$ cat src/hw/rtl/ssde_pkg.sv
// Shared constants and types for the sorted-stream distinct estimator.
// Used by every module of the block; depends on nothing else.
`timescale 1ns / 1ps

package ssde_pkg;

  // Default sample row limit and fixed field widths.
  localparam int unsigned MAX_ROWS_DEF = 65536;
  localparam int unsigned KEY_W        = 64;
  localparam int unsigned NT_W         = 40;
  localparam int unsigned CNT_OUT_W    = 17;

  // Length of the current run of equal keys.
  typedef enum logic [1:0] {
    RUN_NONE = 2'd0,
    RUN_ONE  = 2'd1,
    RUN_MANY = 2'd2
  } run_len_t;

  // Estimator sequencer states, one-hot.
  typedef enum logic [4:0] {
    EST_IDLE   = 5'b00001,
    EST_PROD   = 5'b00010,
    EST_SCALE  = 5'b00100,
    EST_DIVIDE = 5'b01000,
    EST_LOAD   = 5'b10000
  } est_state_t;

endpackage

$ cat src/hw/rtl/ssde_stats.sv
// Sample statistics: counts rows, distinct keys and singleton keys of a sorted stream.
// Depends on ssde_pkg.
`timescale 1ns / 1ps

module ssde_stats
  import ssde_pkg::*;
#(
  parameter int unsigned MAX_ROWS = MAX_ROWS_DEF,
  localparam int unsigned CNT_W = $clog2(MAX_ROWS + 1)
) (
  input  logic             clk,
  input  logic             rst,
  input  logic             accept,
  input  logic [KEY_W-1:0] key,
  input  logic             last,
  output logic             snap_valid,
  output logic [CNT_W-1:0] snap_n,
  output logic [CNT_W-1:0] snap_d,
  output logic [CNT_W-1:0] snap_f1,
  output logic             snap_sat
);

  localparam logic [CNT_W-1:0] ROW_LIMIT = CNT_W'(MAX_ROWS);

  logic [KEY_W-1:0] prev_key, prev_key_next;
  logic             have_prev, have_prev_next;
  run_len_t         run_len, run_len_next;
  logic [CNT_W-1:0] distinct_count, distinct_count_next;
  logic [CNT_W-1:0] single_count, single_count_next;
  logic [CNT_W-1:0] row_count, row_count_next;
  logic             saturated, saturated_next;

  // Effect of one row on the counters. A row past the limit is dropped.
  always_comb begin
    prev_key_next       = prev_key;
    have_prev_next      = have_prev;
    run_len_next        = run_len;
    distinct_count_next = distinct_count;
    single_count_next   = single_count;
    row_count_next      = row_count;
    saturated_next      = saturated;
    if (row_count == ROW_LIMIT) begin
      saturated_next = 1'b1;
    end else begin
      row_count_next = row_count + 1'b1;
      if (!have_prev || key != prev_key) begin
        if (have_prev && run_len == RUN_ONE) begin
          single_count_next = single_count + 1'b1;
        end
        distinct_count_next = distinct_count + 1'b1;
        run_len_next        = RUN_ONE;
        prev_key_next       = key;
        have_prev_next      = 1'b1;
      end else if (run_len == RUN_ONE) begin
        run_len_next = RUN_MANY;
      end
    end
  end

  // The final row hands its updated counts to the estimator; an open run of one counts.
  assign snap_valid = accept && last;
  assign snap_n     = row_count_next;
  assign snap_d     = distinct_count_next;
  assign snap_f1    = single_count_next + CNT_W'(run_len_next == RUN_ONE);
  assign snap_sat   = saturated_next;

  // Control state; a finished sample starts over from zero.
  always_ff @(posedge clk) begin
    if (rst) begin
      have_prev      <= 1'b0;
      run_len        <= RUN_NONE;
      distinct_count <= '0;
      single_count   <= '0;
      row_count      <= '0;
      saturated      <= 1'b0;
    end else if (accept) begin
      if (last) begin
        have_prev      <= 1'b0;
        run_len        <= RUN_NONE;
        distinct_count <= '0;
        single_count   <= '0;
        row_count      <= '0;
        saturated      <= 1'b0;
      end else begin
        have_prev      <= have_prev_next;
        run_len        <= run_len_next;
        distinct_count <= distinct_count_next;
        single_count   <= single_count_next;
        row_count      <= row_count_next;
        saturated      <= saturated_next;
      end
    end
  end

  // The stored key is only read while have_prev is set.
  always_ff @(posedge clk) begin
    if (accept) begin
      prev_key <= prev_key_next;
    end
  end

endmodule

$ cat src/hw/rtl/ssde_ser_mul.sv
// Bit-serial shift-add multiplier: one multiplier bit per cycle, LSB first.
// Depends on ssde_pkg for default widths.
`timescale 1ns / 1ps

module ssde_ser_mul
  import ssde_pkg::*;
#(
  parameter int unsigned A_W = NT_W,
  parameter int unsigned B_W = NT_W
) (
  input  logic               clk,
  input  logic               rst,
  input  logic               start,
  input  logic [A_W-1:0]     a,
  input  logic [B_W-1:0]     b,
  output logic               done,
  output logic [A_W+B_W-1:0] prod
);

  localparam int unsigned CW = $clog2(B_W + 1);

  logic [A_W-1:0] a_reg;
  logic [B_W-1:0] b_reg;
  logic [CW-1:0]  bits_left;
  logic           busy;
  logic [A_W:0]   partial;

  // Add the multiplicand into the upper half when the current multiplier bit is set.
  assign partial = {1'b0, prod[A_W+B_W-1:B_W]} + (b_reg[0] ? {1'b0, a_reg} : '0);

  // Bit counter and a one-cycle done pulse once the last bit has been applied.
  always_ff @(posedge clk) begin
    if (rst) begin
      busy      <= 1'b0;
      done      <= 1'b0;
      bits_left <= '0;
    end else begin
      done <= 1'b0;
      if (start) begin
        busy      <= 1'b1;
        bits_left <= CW'(B_W);
      end else if (busy) begin
        bits_left <= bits_left - 1'b1;
        if (bits_left == CW'(1)) begin
          busy <= 1'b0;
          done <= 1'b1;
        end
      end
    end
  end

  // Product accumulates from the top and shifts right one place per cycle.
  always_ff @(posedge clk) begin
    if (start) begin
      a_reg <= a;
      b_reg <= b;
      prod  <= '0;
    end else if (busy) begin
      prod  <= {partial, prod[B_W-1:1]};
      b_reg <= b_reg >> 1;
    end
  end

endmodule

$ cat src/hw/rtl/ssde_ser_div.sv
// Restoring bit-serial divider: one quotient bit per cycle, MSB of the dividend first.
// Depends on ssde_pkg for default widths.
`timescale 1ns / 1ps

module ssde_ser_div
  import ssde_pkg::*;
#(
  parameter int unsigned NUM_W = 2 * NT_W,
  parameter int unsigned DEN_W = NT_W,
  parameter int unsigned Q_W   = NT_W + 1
) (
  input  logic             clk,
  input  logic             rst,
  input  logic             start,
  input  logic [NUM_W-1:0] num,
  input  logic [DEN_W-1:0] den,
  output logic             done,
  output logic [Q_W-1:0]   quo,
  output logic [DEN_W-1:0] rem
);

  localparam int unsigned CW = $clog2(NUM_W + 1);

  logic [NUM_W-1:0] num_reg;
  logic [DEN_W-1:0] den_reg;
  logic [CW-1:0]    bits_left;
  logic             busy;
  logic [DEN_W:0]   trial;
  logic [DEN_W:0]   diff;
  logic             fits;

  // Bring down the next dividend bit and try a subtraction.
  assign trial = {rem, num_reg[NUM_W-1]};
  assign diff  = trial - {1'b0, den_reg};
  assign fits  = trial >= {1'b0, den_reg};

  // Bit counter and done pulse.
  always_ff @(posedge clk) begin
    if (rst) begin
      busy      <= 1'b0;
      done      <= 1'b0;
      bits_left <= '0;
    end else begin
      done <= 1'b0;
      if (start) begin
        busy      <= 1'b1;
        bits_left <= CW'(NUM_W);
      end else if (busy) begin
        bits_left <= bits_left - 1'b1;
        if (bits_left == CW'(1)) begin
          busy <= 1'b0;
          done <= 1'b1;
        end
      end
    end
  end

  // Remainder stays below the divisor, so the kept bits never lose information.
  always_ff @(posedge clk) begin
    if (start) begin
      num_reg <= num;
      den_reg <= den;
      rem     <= '0;
      quo     <= '0;
    end else if (busy) begin
      num_reg <= num_reg << 1;
      rem     <= fits ? diff[DEN_W-1:0] : trial[DEN_W-1:0];
      quo     <= {quo[Q_W-2:0], fits};
    end
  end

endmodule

$ cat src/hw/rtl/ssde_est.sv
// Estimate sequencer: serial products, serial division, rounding, clamping, output register.
// Depends on ssde_pkg, ssde_ser_mul and ssde_ser_div.
`timescale 1ns / 1ps

module ssde_est
  import ssde_pkg::*;
#(
  parameter int unsigned CNT_W = $clog2(MAX_ROWS_DEF + 1)
) (
  input  logic                 clk,
  input  logic                 rst,
  input  logic                 start,
  input  logic [CNT_W-1:0]     n,
  input  logic [CNT_W-1:0]     d,
  input  logic [CNT_W-1:0]     f1,
  input  logic                 sat,
  input  logic [NT_W-1:0]      total_rows,
  output logic                 idle,
  output logic                 out_valid,
  input  logic                 out_ready,
  output logic [NT_W-1:0]      estimate,
  output logic [CNT_OUT_W-1:0] distinct_seen,
  output logic [CNT_OUT_W-1:0] singletons,
  output logic                 overflow
);

  localparam int unsigned ND_W  = 2 * CNT_W;
  localparam int unsigned NUM_W = ND_W + NT_W;
  localparam int unsigned DEN_W = CNT_W + NT_W;
  localparam int unsigned Q_W   = ((CNT_W > NT_W) ? CNT_W : NT_W) + 1;

  est_state_t state;

  logic [CNT_W-1:0] n_reg, d_reg, f1_reg;
  logic             sat_reg;
  logic [NT_W-1:0]  nt_reg;
  logic [DEN_W-1:0] den_reg;
  logic [Q_W-1:0]   q_reg;

  logic             go;
  logic             nd_done, fn_done, num_done, dm_done, div_done;
  logic [ND_W-1:0]  nd_prod, fn_prod;
  logic [NUM_W-1:0] num_prod;
  logic [DEN_W-1:0] dm_prod;
  logic [DEN_W-1:0] den_sum;
  logic [Q_W-1:0]   quo;
  logic [DEN_W-1:0] rem;
  logic             round_up;
  logic             scale_go, div_go;
  logic [Q_W-1:0]   q_base, q_low, q_final;
  logic             load;

  assign idle     = (state == EST_IDLE);
  assign go       = idle && start;
  assign scale_go = (state == EST_PROD) && nd_done && fn_done;
  assign div_go   = (state == EST_SCALE) && num_done && dm_done;

  // First pass: n*d and f1*n, both stepping through the bits of n.
  ssde_ser_mul #(.A_W(CNT_W), .B_W(CNT_W)) u_nd (
    .clk(clk), .rst(rst), .start(go), .a(d), .b(n), .done(nd_done), .prod(nd_prod)
  );

  ssde_ser_mul #(.A_W(CNT_W), .B_W(CNT_W)) u_fn (
    .clk(clk), .rst(rst), .start(go), .a(f1), .b(n), .done(fn_done), .prod(fn_prod)
  );

  // Second pass: scale n*d and (n - f1) by the table size.
  ssde_ser_mul #(.A_W(ND_W), .B_W(NT_W)) u_num (
    .clk(clk), .rst(rst), .start(scale_go), .a(nd_prod), .b(nt_reg),
    .done(num_done), .prod(num_prod)
  );

  ssde_ser_mul #(.A_W(CNT_W), .B_W(NT_W)) u_dm (
    .clk(clk), .rst(rst), .start(scale_go), .a(n_reg - f1_reg), .b(nt_reg),
    .done(dm_done), .prod(dm_prod)
  );

  // Denominator (n - f1)*N + f1*n always fits in DEN_W bits.
  assign den_sum = dm_prod + DEN_W'(fn_prod);

  ssde_ser_div #(.NUM_W(NUM_W), .DEN_W(DEN_W), .Q_W(Q_W)) u_div (
    .clk(clk), .rst(rst), .start(div_go), .num(num_prod), .den(den_sum),
    .done(div_done), .quo(quo), .rem(rem)
  );

  // Round half up: add one when twice the remainder reaches the divisor.
  assign round_up = ({rem, 1'b0} >= {1'b0, den_reg});

  // An empty sample has no ratio; it falls through the clamps to min(d, N).
  assign q_base  = (n_reg == '0) ? '0 : q_reg;
  assign q_low   = (q_base < Q_W'(d_reg)) ? Q_W'(d_reg) : q_base;
  assign q_final = (q_low > Q_W'(nt_reg)) ? Q_W'(nt_reg) : q_low;
  assign load    = (state == EST_LOAD) && (!out_valid || out_ready);

  // Sequencer.
  always_ff @(posedge clk) begin
    if (rst) begin
      state <= EST_IDLE;
    end else begin
      case (state)
        EST_IDLE: begin
          if (start) begin
            state <= EST_PROD;
          end
        end
        EST_PROD: begin
          if (scale_go) begin
            state <= EST_SCALE;
          end
        end
        EST_SCALE: begin
          if (div_go) begin
            state <= EST_DIVIDE;
          end
        end
        EST_DIVIDE: begin
          if (div_done) begin
            state <= EST_LOAD;
          end
        end
        EST_LOAD: begin
          if (load) begin
            state <= EST_IDLE;
          end
        end
        default: begin
          state <= EST_IDLE;
        end
      endcase
    end
  end

  // Operands of the sample in flight; a table size of zero counts as one.
  always_ff @(posedge clk) begin
    if (go) begin
      n_reg   <= n;
      d_reg   <= d;
      f1_reg  <= f1;
      sat_reg <= sat;
      nt_reg  <= (total_rows == '0) ? NT_W'(1) : total_rows;
    end
    if (div_go) begin
      den_reg <= den_sum;
    end
    if (state == EST_DIVIDE && div_done) begin
      q_reg <= quo + Q_W'(round_up);
    end
  end

  // Output register; the sequencer waits in EST_LOAD while it is full and not being read.
  always_ff @(posedge clk) begin
    if (rst) begin
      out_valid <= 1'b0;
    end else if (load) begin
      out_valid <= 1'b1;
    end else if (out_ready) begin
      out_valid <= 1'b0;
    end
  end

  always_ff @(posedge clk) begin
    if (load) begin
      estimate      <= q_final[NT_W-1:0];
      distinct_seen <= CNT_OUT_W'(d_reg);
      singletons    <= CNT_OUT_W'(f1_reg);
      overflow      <= sat_reg;
    end
  end

endmodule

$ cat src/hw/rtl/sorted_stream_distinct_estimator_core.sv
// Top level of the sorted-stream distinct estimator (Duj1).
// Depends on ssde_pkg, ssde_stats and ssde_est.
`timescale 1ns / 1ps

// Usage:
// Sorted sample keys enter on the in_valid/in_ready channel, one transaction per
// row, with last marking the final row. Rows before the last are taken one per
// cycle. A sample produces one out_valid/out_ready transaction with the rounded,
// clamped Duj1 estimate, the distinct and singleton counts, and the overflow flag.
// The estimate is formed by bit-serial multipliers and a restoring divider
// whose dividend is NUM_W = 2 * CNT_W + 40 bits wide, where CNT_W =
// clog2(MAX_ROWS + 1); the dividend width sets most of the time from the
// last row's transaction to out_valid.
// Rows of the next sample keep streaming during that time; its last row is
// held off (in_ready low) until the estimator is free again.
// A result that the receiver stalls stays in the output register, and the
// estimator waits behind it.
// cfg_we writes total_rows (zero acts as one) and should only be used while
// idle. Reset clears all counts and sets total_rows to one.

module sorted_stream_distinct_estimator_core
  import ssde_pkg::*;
#(
  parameter int unsigned MAX_ROWS = MAX_ROWS_DEF
) (
  input  logic                 clk,
  input  logic                 rst,
  input  logic                 in_valid,
  output logic                 in_ready,
  input  logic [KEY_W-1:0]     key,
  input  logic                 last,
  output logic                 out_valid,
  input  logic                 out_ready,
  output logic [NT_W-1:0]      estimate,
  output logic [CNT_OUT_W-1:0] distinct_seen,
  output logic [CNT_OUT_W-1:0] singletons,
  output logic                 overflow,
  input  logic                 cfg_we,
  input  logic [NT_W-1:0]      cfg_wdata
);

  localparam int unsigned CNT_W = $clog2(MAX_ROWS + 1);

  logic [NT_W-1:0]  total_rows;
  logic             accept;
  logic             est_idle;
  logic             snap_valid;
  logic [CNT_W-1:0] snap_n, snap_d, snap_f1;
  logic             snap_sat;

  // Table size register.
  always_ff @(posedge clk) begin
    if (rst) begin
      total_rows <= NT_W'(1);
    end else if (cfg_we) begin
      total_rows <= cfg_wdata;
    end
  end

  // Ordinary rows always pass; a final row waits for a free estimator.
  assign in_ready = est_idle || !last;
  assign accept   = in_valid && in_ready;

  ssde_stats #(.MAX_ROWS(MAX_ROWS)) u_stats (
    .clk(clk), .rst(rst), .accept(accept), .key(key), .last(last),
    .snap_valid(snap_valid), .snap_n(snap_n), .snap_d(snap_d),
    .snap_f1(snap_f1), .snap_sat(snap_sat)
  );

  ssde_est #(.CNT_W(CNT_W)) u_est (
    .clk(clk), .rst(rst), .start(snap_valid), .n(snap_n), .d(snap_d),
    .f1(snap_f1), .sat(snap_sat), .total_rows(total_rows), .idle(est_idle),
    .out_valid(out_valid), .out_ready(out_ready), .estimate(estimate),
    .distinct_seen(distinct_seen), .singletons(singletons), .overflow(overflow)
  );

  // A finished sample is only handed over when the estimator can take it.
  a_handoff_free: assert property (@(posedge clk) disable iff (rst)
    snap_valid |-> est_idle)
    else $error("sample handed to a busy estimator");

  // Counts are consistent: singletons within distinct keys within rows, rows nonzero.
  a_count_order: assert property (@(posedge clk) disable iff (rst)
    snap_valid |-> (snap_f1 <= snap_d) && (snap_d <= snap_n) && (snap_n != '0))
    else $error("inconsistent sample counts");

  // Saturation only happens with the row counter at its limit.
  a_sat_limit: assert property (@(posedge clk) disable iff (rst)
    snap_valid && snap_sat |-> snap_n == CNT_W'(MAX_ROWS))
    else $error("overflow flagged below the row limit");

endmodule

$ cat config.mk
export PLATFORM = sky130hd
export DESIGN_NAME = sorted_stream_distinct_estimator_core
export DESIGN_NICKNAME = d
export VERILOG_FILES = /design/src/hw/rtl/ssde_pkg.sv /design/src/hw/rtl/ssde_stats.sv /design/src/hw/rtl/ssde_ser_mul.sv /design/src/hw/rtl/ssde_ser_div.sv /design/src/hw/rtl/ssde_est.sv /design/src/hw/rtl/sorted_stream_distinct_estimator_core.sv
export SDC_FILE = /design/constraint.sdc
export NUM_CORES = 2
export LEC_CHECK = 0
export BUFFER_PORTS_ARGS = -buffer_cell sky130_fd_sc_hd__buf_4
export CAP_MARGIN = 30
export CORE_ASPECT_RATIO = 0.6
export CORE_MARGIN = 10
export CORE_UTILIZATION = 59
export CTS_BUF_LIST = sky130_fd_sc_hd__clkbuf_4 sky130_fd_sc_hd__clkbuf_8 sky130_fd_sc_hd__clkbuf_16
export CTS_CLUSTER_DIAMETER = 60
export DETAILED_ROUTE_END_ITERATION = 6
export HOLD_SLACK_MARGIN = 0.12
export PLACE_DENSITY = 0.76
export SYNTH_ARGS = -nofsm -noshare
export SYNTH_HDL_FRONTEND = slang
export SYNTH_SLANG_ARGS = --single-unit
$ cat constraint.sdc
create_clock -name clk -period 14.6 [get_ports clk]
set_input_delay 2.92 -clock clk [delete_from_list [all_inputs] [get_ports clk]]
set_output_delay 2.92 -clock clk [all_outputs]
set_load 0.03 [all_outputs]
==> results.json <==
{
  "path_delay_family": "compound AO/OA/AOI/OAI gates",
  "fin_area_mm2": 0.0573,
  "viasPerCell": 5.88,
  "drtIter0Drc": 3846,
  "cts_hold_buf": 0,
  "start_kind": "register",
  "final_nets": 5613,
  "clock.fmax_ghz": 0.131,
  "post_cts_resized": 0,
  "drc_errors": 0,
  "seq_area_frac_synth": 0.499,
  "ys_warn_count": 0,
  "period_share": 0.524,
  "avgSynthCellArea_um2": 10.0,
  "fin_util": 0.657,
  "start_util": 0.593,
  "cpPeakStageDelay_ns": 0.54,
  "wirelength_um": 124000,
  "status": "finished clean",
  "nFillCells": 6812,
  "p_switching_uw": 1740,
  "root_buffer": "clkbuf_16",
  "cts.path.max_buffers": 3,
  "overflow": 0,
  "clock-sinks": 1005,
  "rsz0062_at_grt": "false",
  "grt_pass1_vias": 35000,
  "rrSetupSlack_ns": 6.95,
  "dpl_cell_area_mm2": 0.0540,
  "grt_max_degree": 100,
  "wire_per_inst_um": 19.2,
  "synth-async-reset-ratio": 0,
  "ys_types": 96,
  "ir_drop_uv": 93.9,
  "skew_ns": 0.0325,
  "num_vias": 38100,
  "synth_edf_count": 568,
  "synth_top_flop_cell": "edfxtp_1",
  "ant_nets": 0,
  "setup_ws_ns": 6.95,
  "clk_latency_ns": 0.71,
  "cp_common_cell": "a21o_1",
  "pwr-share-comb": 0.127,
  "die_w_um": 402,
  "worst_slew_pin_slew_ns": 1.02,
  "maxCapViolations": 0,
  "criticalPathCategory": "reg -> reg",
  "areaGrowthSynthToFinish_pct": 10.7,
  "synth.largest_area_cell": "edfxtp_1",
  "core_mm2": 0.0872,
  "syn_nets": 5557,
  "grt_antenna_before_repair": 1,
  "post_cts_buffers": 0,
  "synth_top_area_share": 0.330,
  "critPathCaptureType": "register",
  "dieArea_mm2": 0.100,
  "clkTransAtPathRegs_ns": 0.07,
  "synth_area_leaders": "edfxtp_1, dfxtp_1, ha_1",
  "final-max-slew-violation-count": 0,
  "hp-class": "reg -> reg",
  "cts_max_level": 3,
  "diodes": 0,
  "cp_num_buf_inv": 3,
  "dp_slack_ns": 7.27,
  "hpwlAfterDp_um": 87500,
  "swShare": 0.263,
  "grt_pass1_wl_um": 196000,
  "crit_fanout": 43,
  "synth_common_cells": "nand2_1, edfxtp_1, nor2_1, dfxtp_1, ha_1",
  "synth_seq_cells": 1005,
  "p_int_uw": 4890,
  "power_density_mw_per_mm2": 116,
  "p_clk_frac": 0.385,
  "drive_gt1_frac": 0.0943,
  "r2r_start": "u_est.n_reg[1]",
  "die_h_um": 249,
  "timing.final.hold_violations": 0,
  "leakagePower_uw": 0.0233,
  "relSlewSlack": 0.322,
  "slowest_stage": "nand2_1",
  "io_pins": 187,
  "fin_crit_ns": 7.65,
  "synth_area_mm2": 0.0517,
  "final.setup.tns_ns": 0,
  "portBuffers": 186,
  "cts_tree": "yes",
  "finalSetupViolations": 0,
  "grt_usage": 0.239,
  "holdWs_ns": 0.433,
  "rows": 84,
  "pwr-share-seq": 0.488,
  "globalplace.congestion": 0.942,
  "syn_inst": 5174,
  "worstPathRequired_ns": 15.05,
  "cp.arrival_ns": 8.10,
  "startpoint": "u_est.n_reg[1]",
  "post-synth-top-count-cell": "nand2_1",
  "cts_made_buffers": 93,
  "drt-pass1-iter-count": 6,
  "min_from": "u_est.u_nd.prod[0]"
}
[metrics by stage]
step	power, uW	instances
floorplan	3880	5174
global placement	4080	6289
detailed placement	4110	6293
CTS	6660	6469
global route	6890	6472
finish	6630	6472
[layer usage]
metal  share of wire  global-route usage  up-vias
met1            0.49               0.377    18200
li1                -                   -    18400
met2            0.40               0.329     1338
met5               0                   0        -
met3           0.085              0.0495      146
met4           0.018              0.0510        0
[layout make-up]
class	count	area, um^2	share of cell area
tap	1161	1450	0.0254
inverter	228	871	0.0152
timing repair buffer	220	1760	0.0308
clock buffer	125	2660	0.0464
multi-input combinational	3682	24100	0.421
sequential	1005	25800	0.451
clock inverter	51	584	0.0102
[cells by family (layout without fill, tap and decap cells)]
group                    Yosys count  count (layout)  share of synthesized area
AND/OR/NAND/NOR                 1876            1876                      0.167
flip-flops                      1005            1005                      0.499
AO/OA/AOI/OAI                    861             861                      0.108
buffers and inverters            487             624                     0.0357
XOR/XNOR                         353             353                     0.0601
multiplexers                     319             319                     0.0632
adder cells (fa/ha/maj)          273             273                     0.0670
[path summary, 6_finish.rpt]
| check | to | depth (start not counted) |
|---|---|---|
| worst max register to register | u_est.estimate[13] | 26 |
| worst min register to register | u_est.u_num.a_reg[0] | 0 |
| worst max-delay path | u_est.estimate[13] | 26 |
| worst min-delay path | u_est.u_num.a_reg[0] | 0 |
[power groups by stage]
stage	Clock (uW)	Sequential (uW)	Combinational (uW)
finish	2550	3230	845
global route	2700	3240	941
CTS	2600	3230	831
detailed placement	0	3290	822
global placement	0	3280	799
floorplan	0	3240	637
[cell usage in the layout, fill, tap and decap left out, types with 42 or more instances in the layout]
cell / n
and2_1: 99
and3_1: 47
nand2_1: 652
mux2_2: 42
xnor2_1: 194
edfxtp_1: 568
clkbuf_16: 95
ha_1: 266
nand4_1: 60
xor2_1: 157
nor3_1: 69
nor4_1: 53
o21ai_0: 145
a21o_1: 101
buf_4: 214
mux2i_1: 259
inv_1: 223
nor2b_1: 75
nand3_1: 112
nor2_1: 564
o21a_1: 52
a21oi_1: 259
a211oi_1: 58
dfxtp_1: 432
No activity file was read; power rests on OpenSTA's default activity.
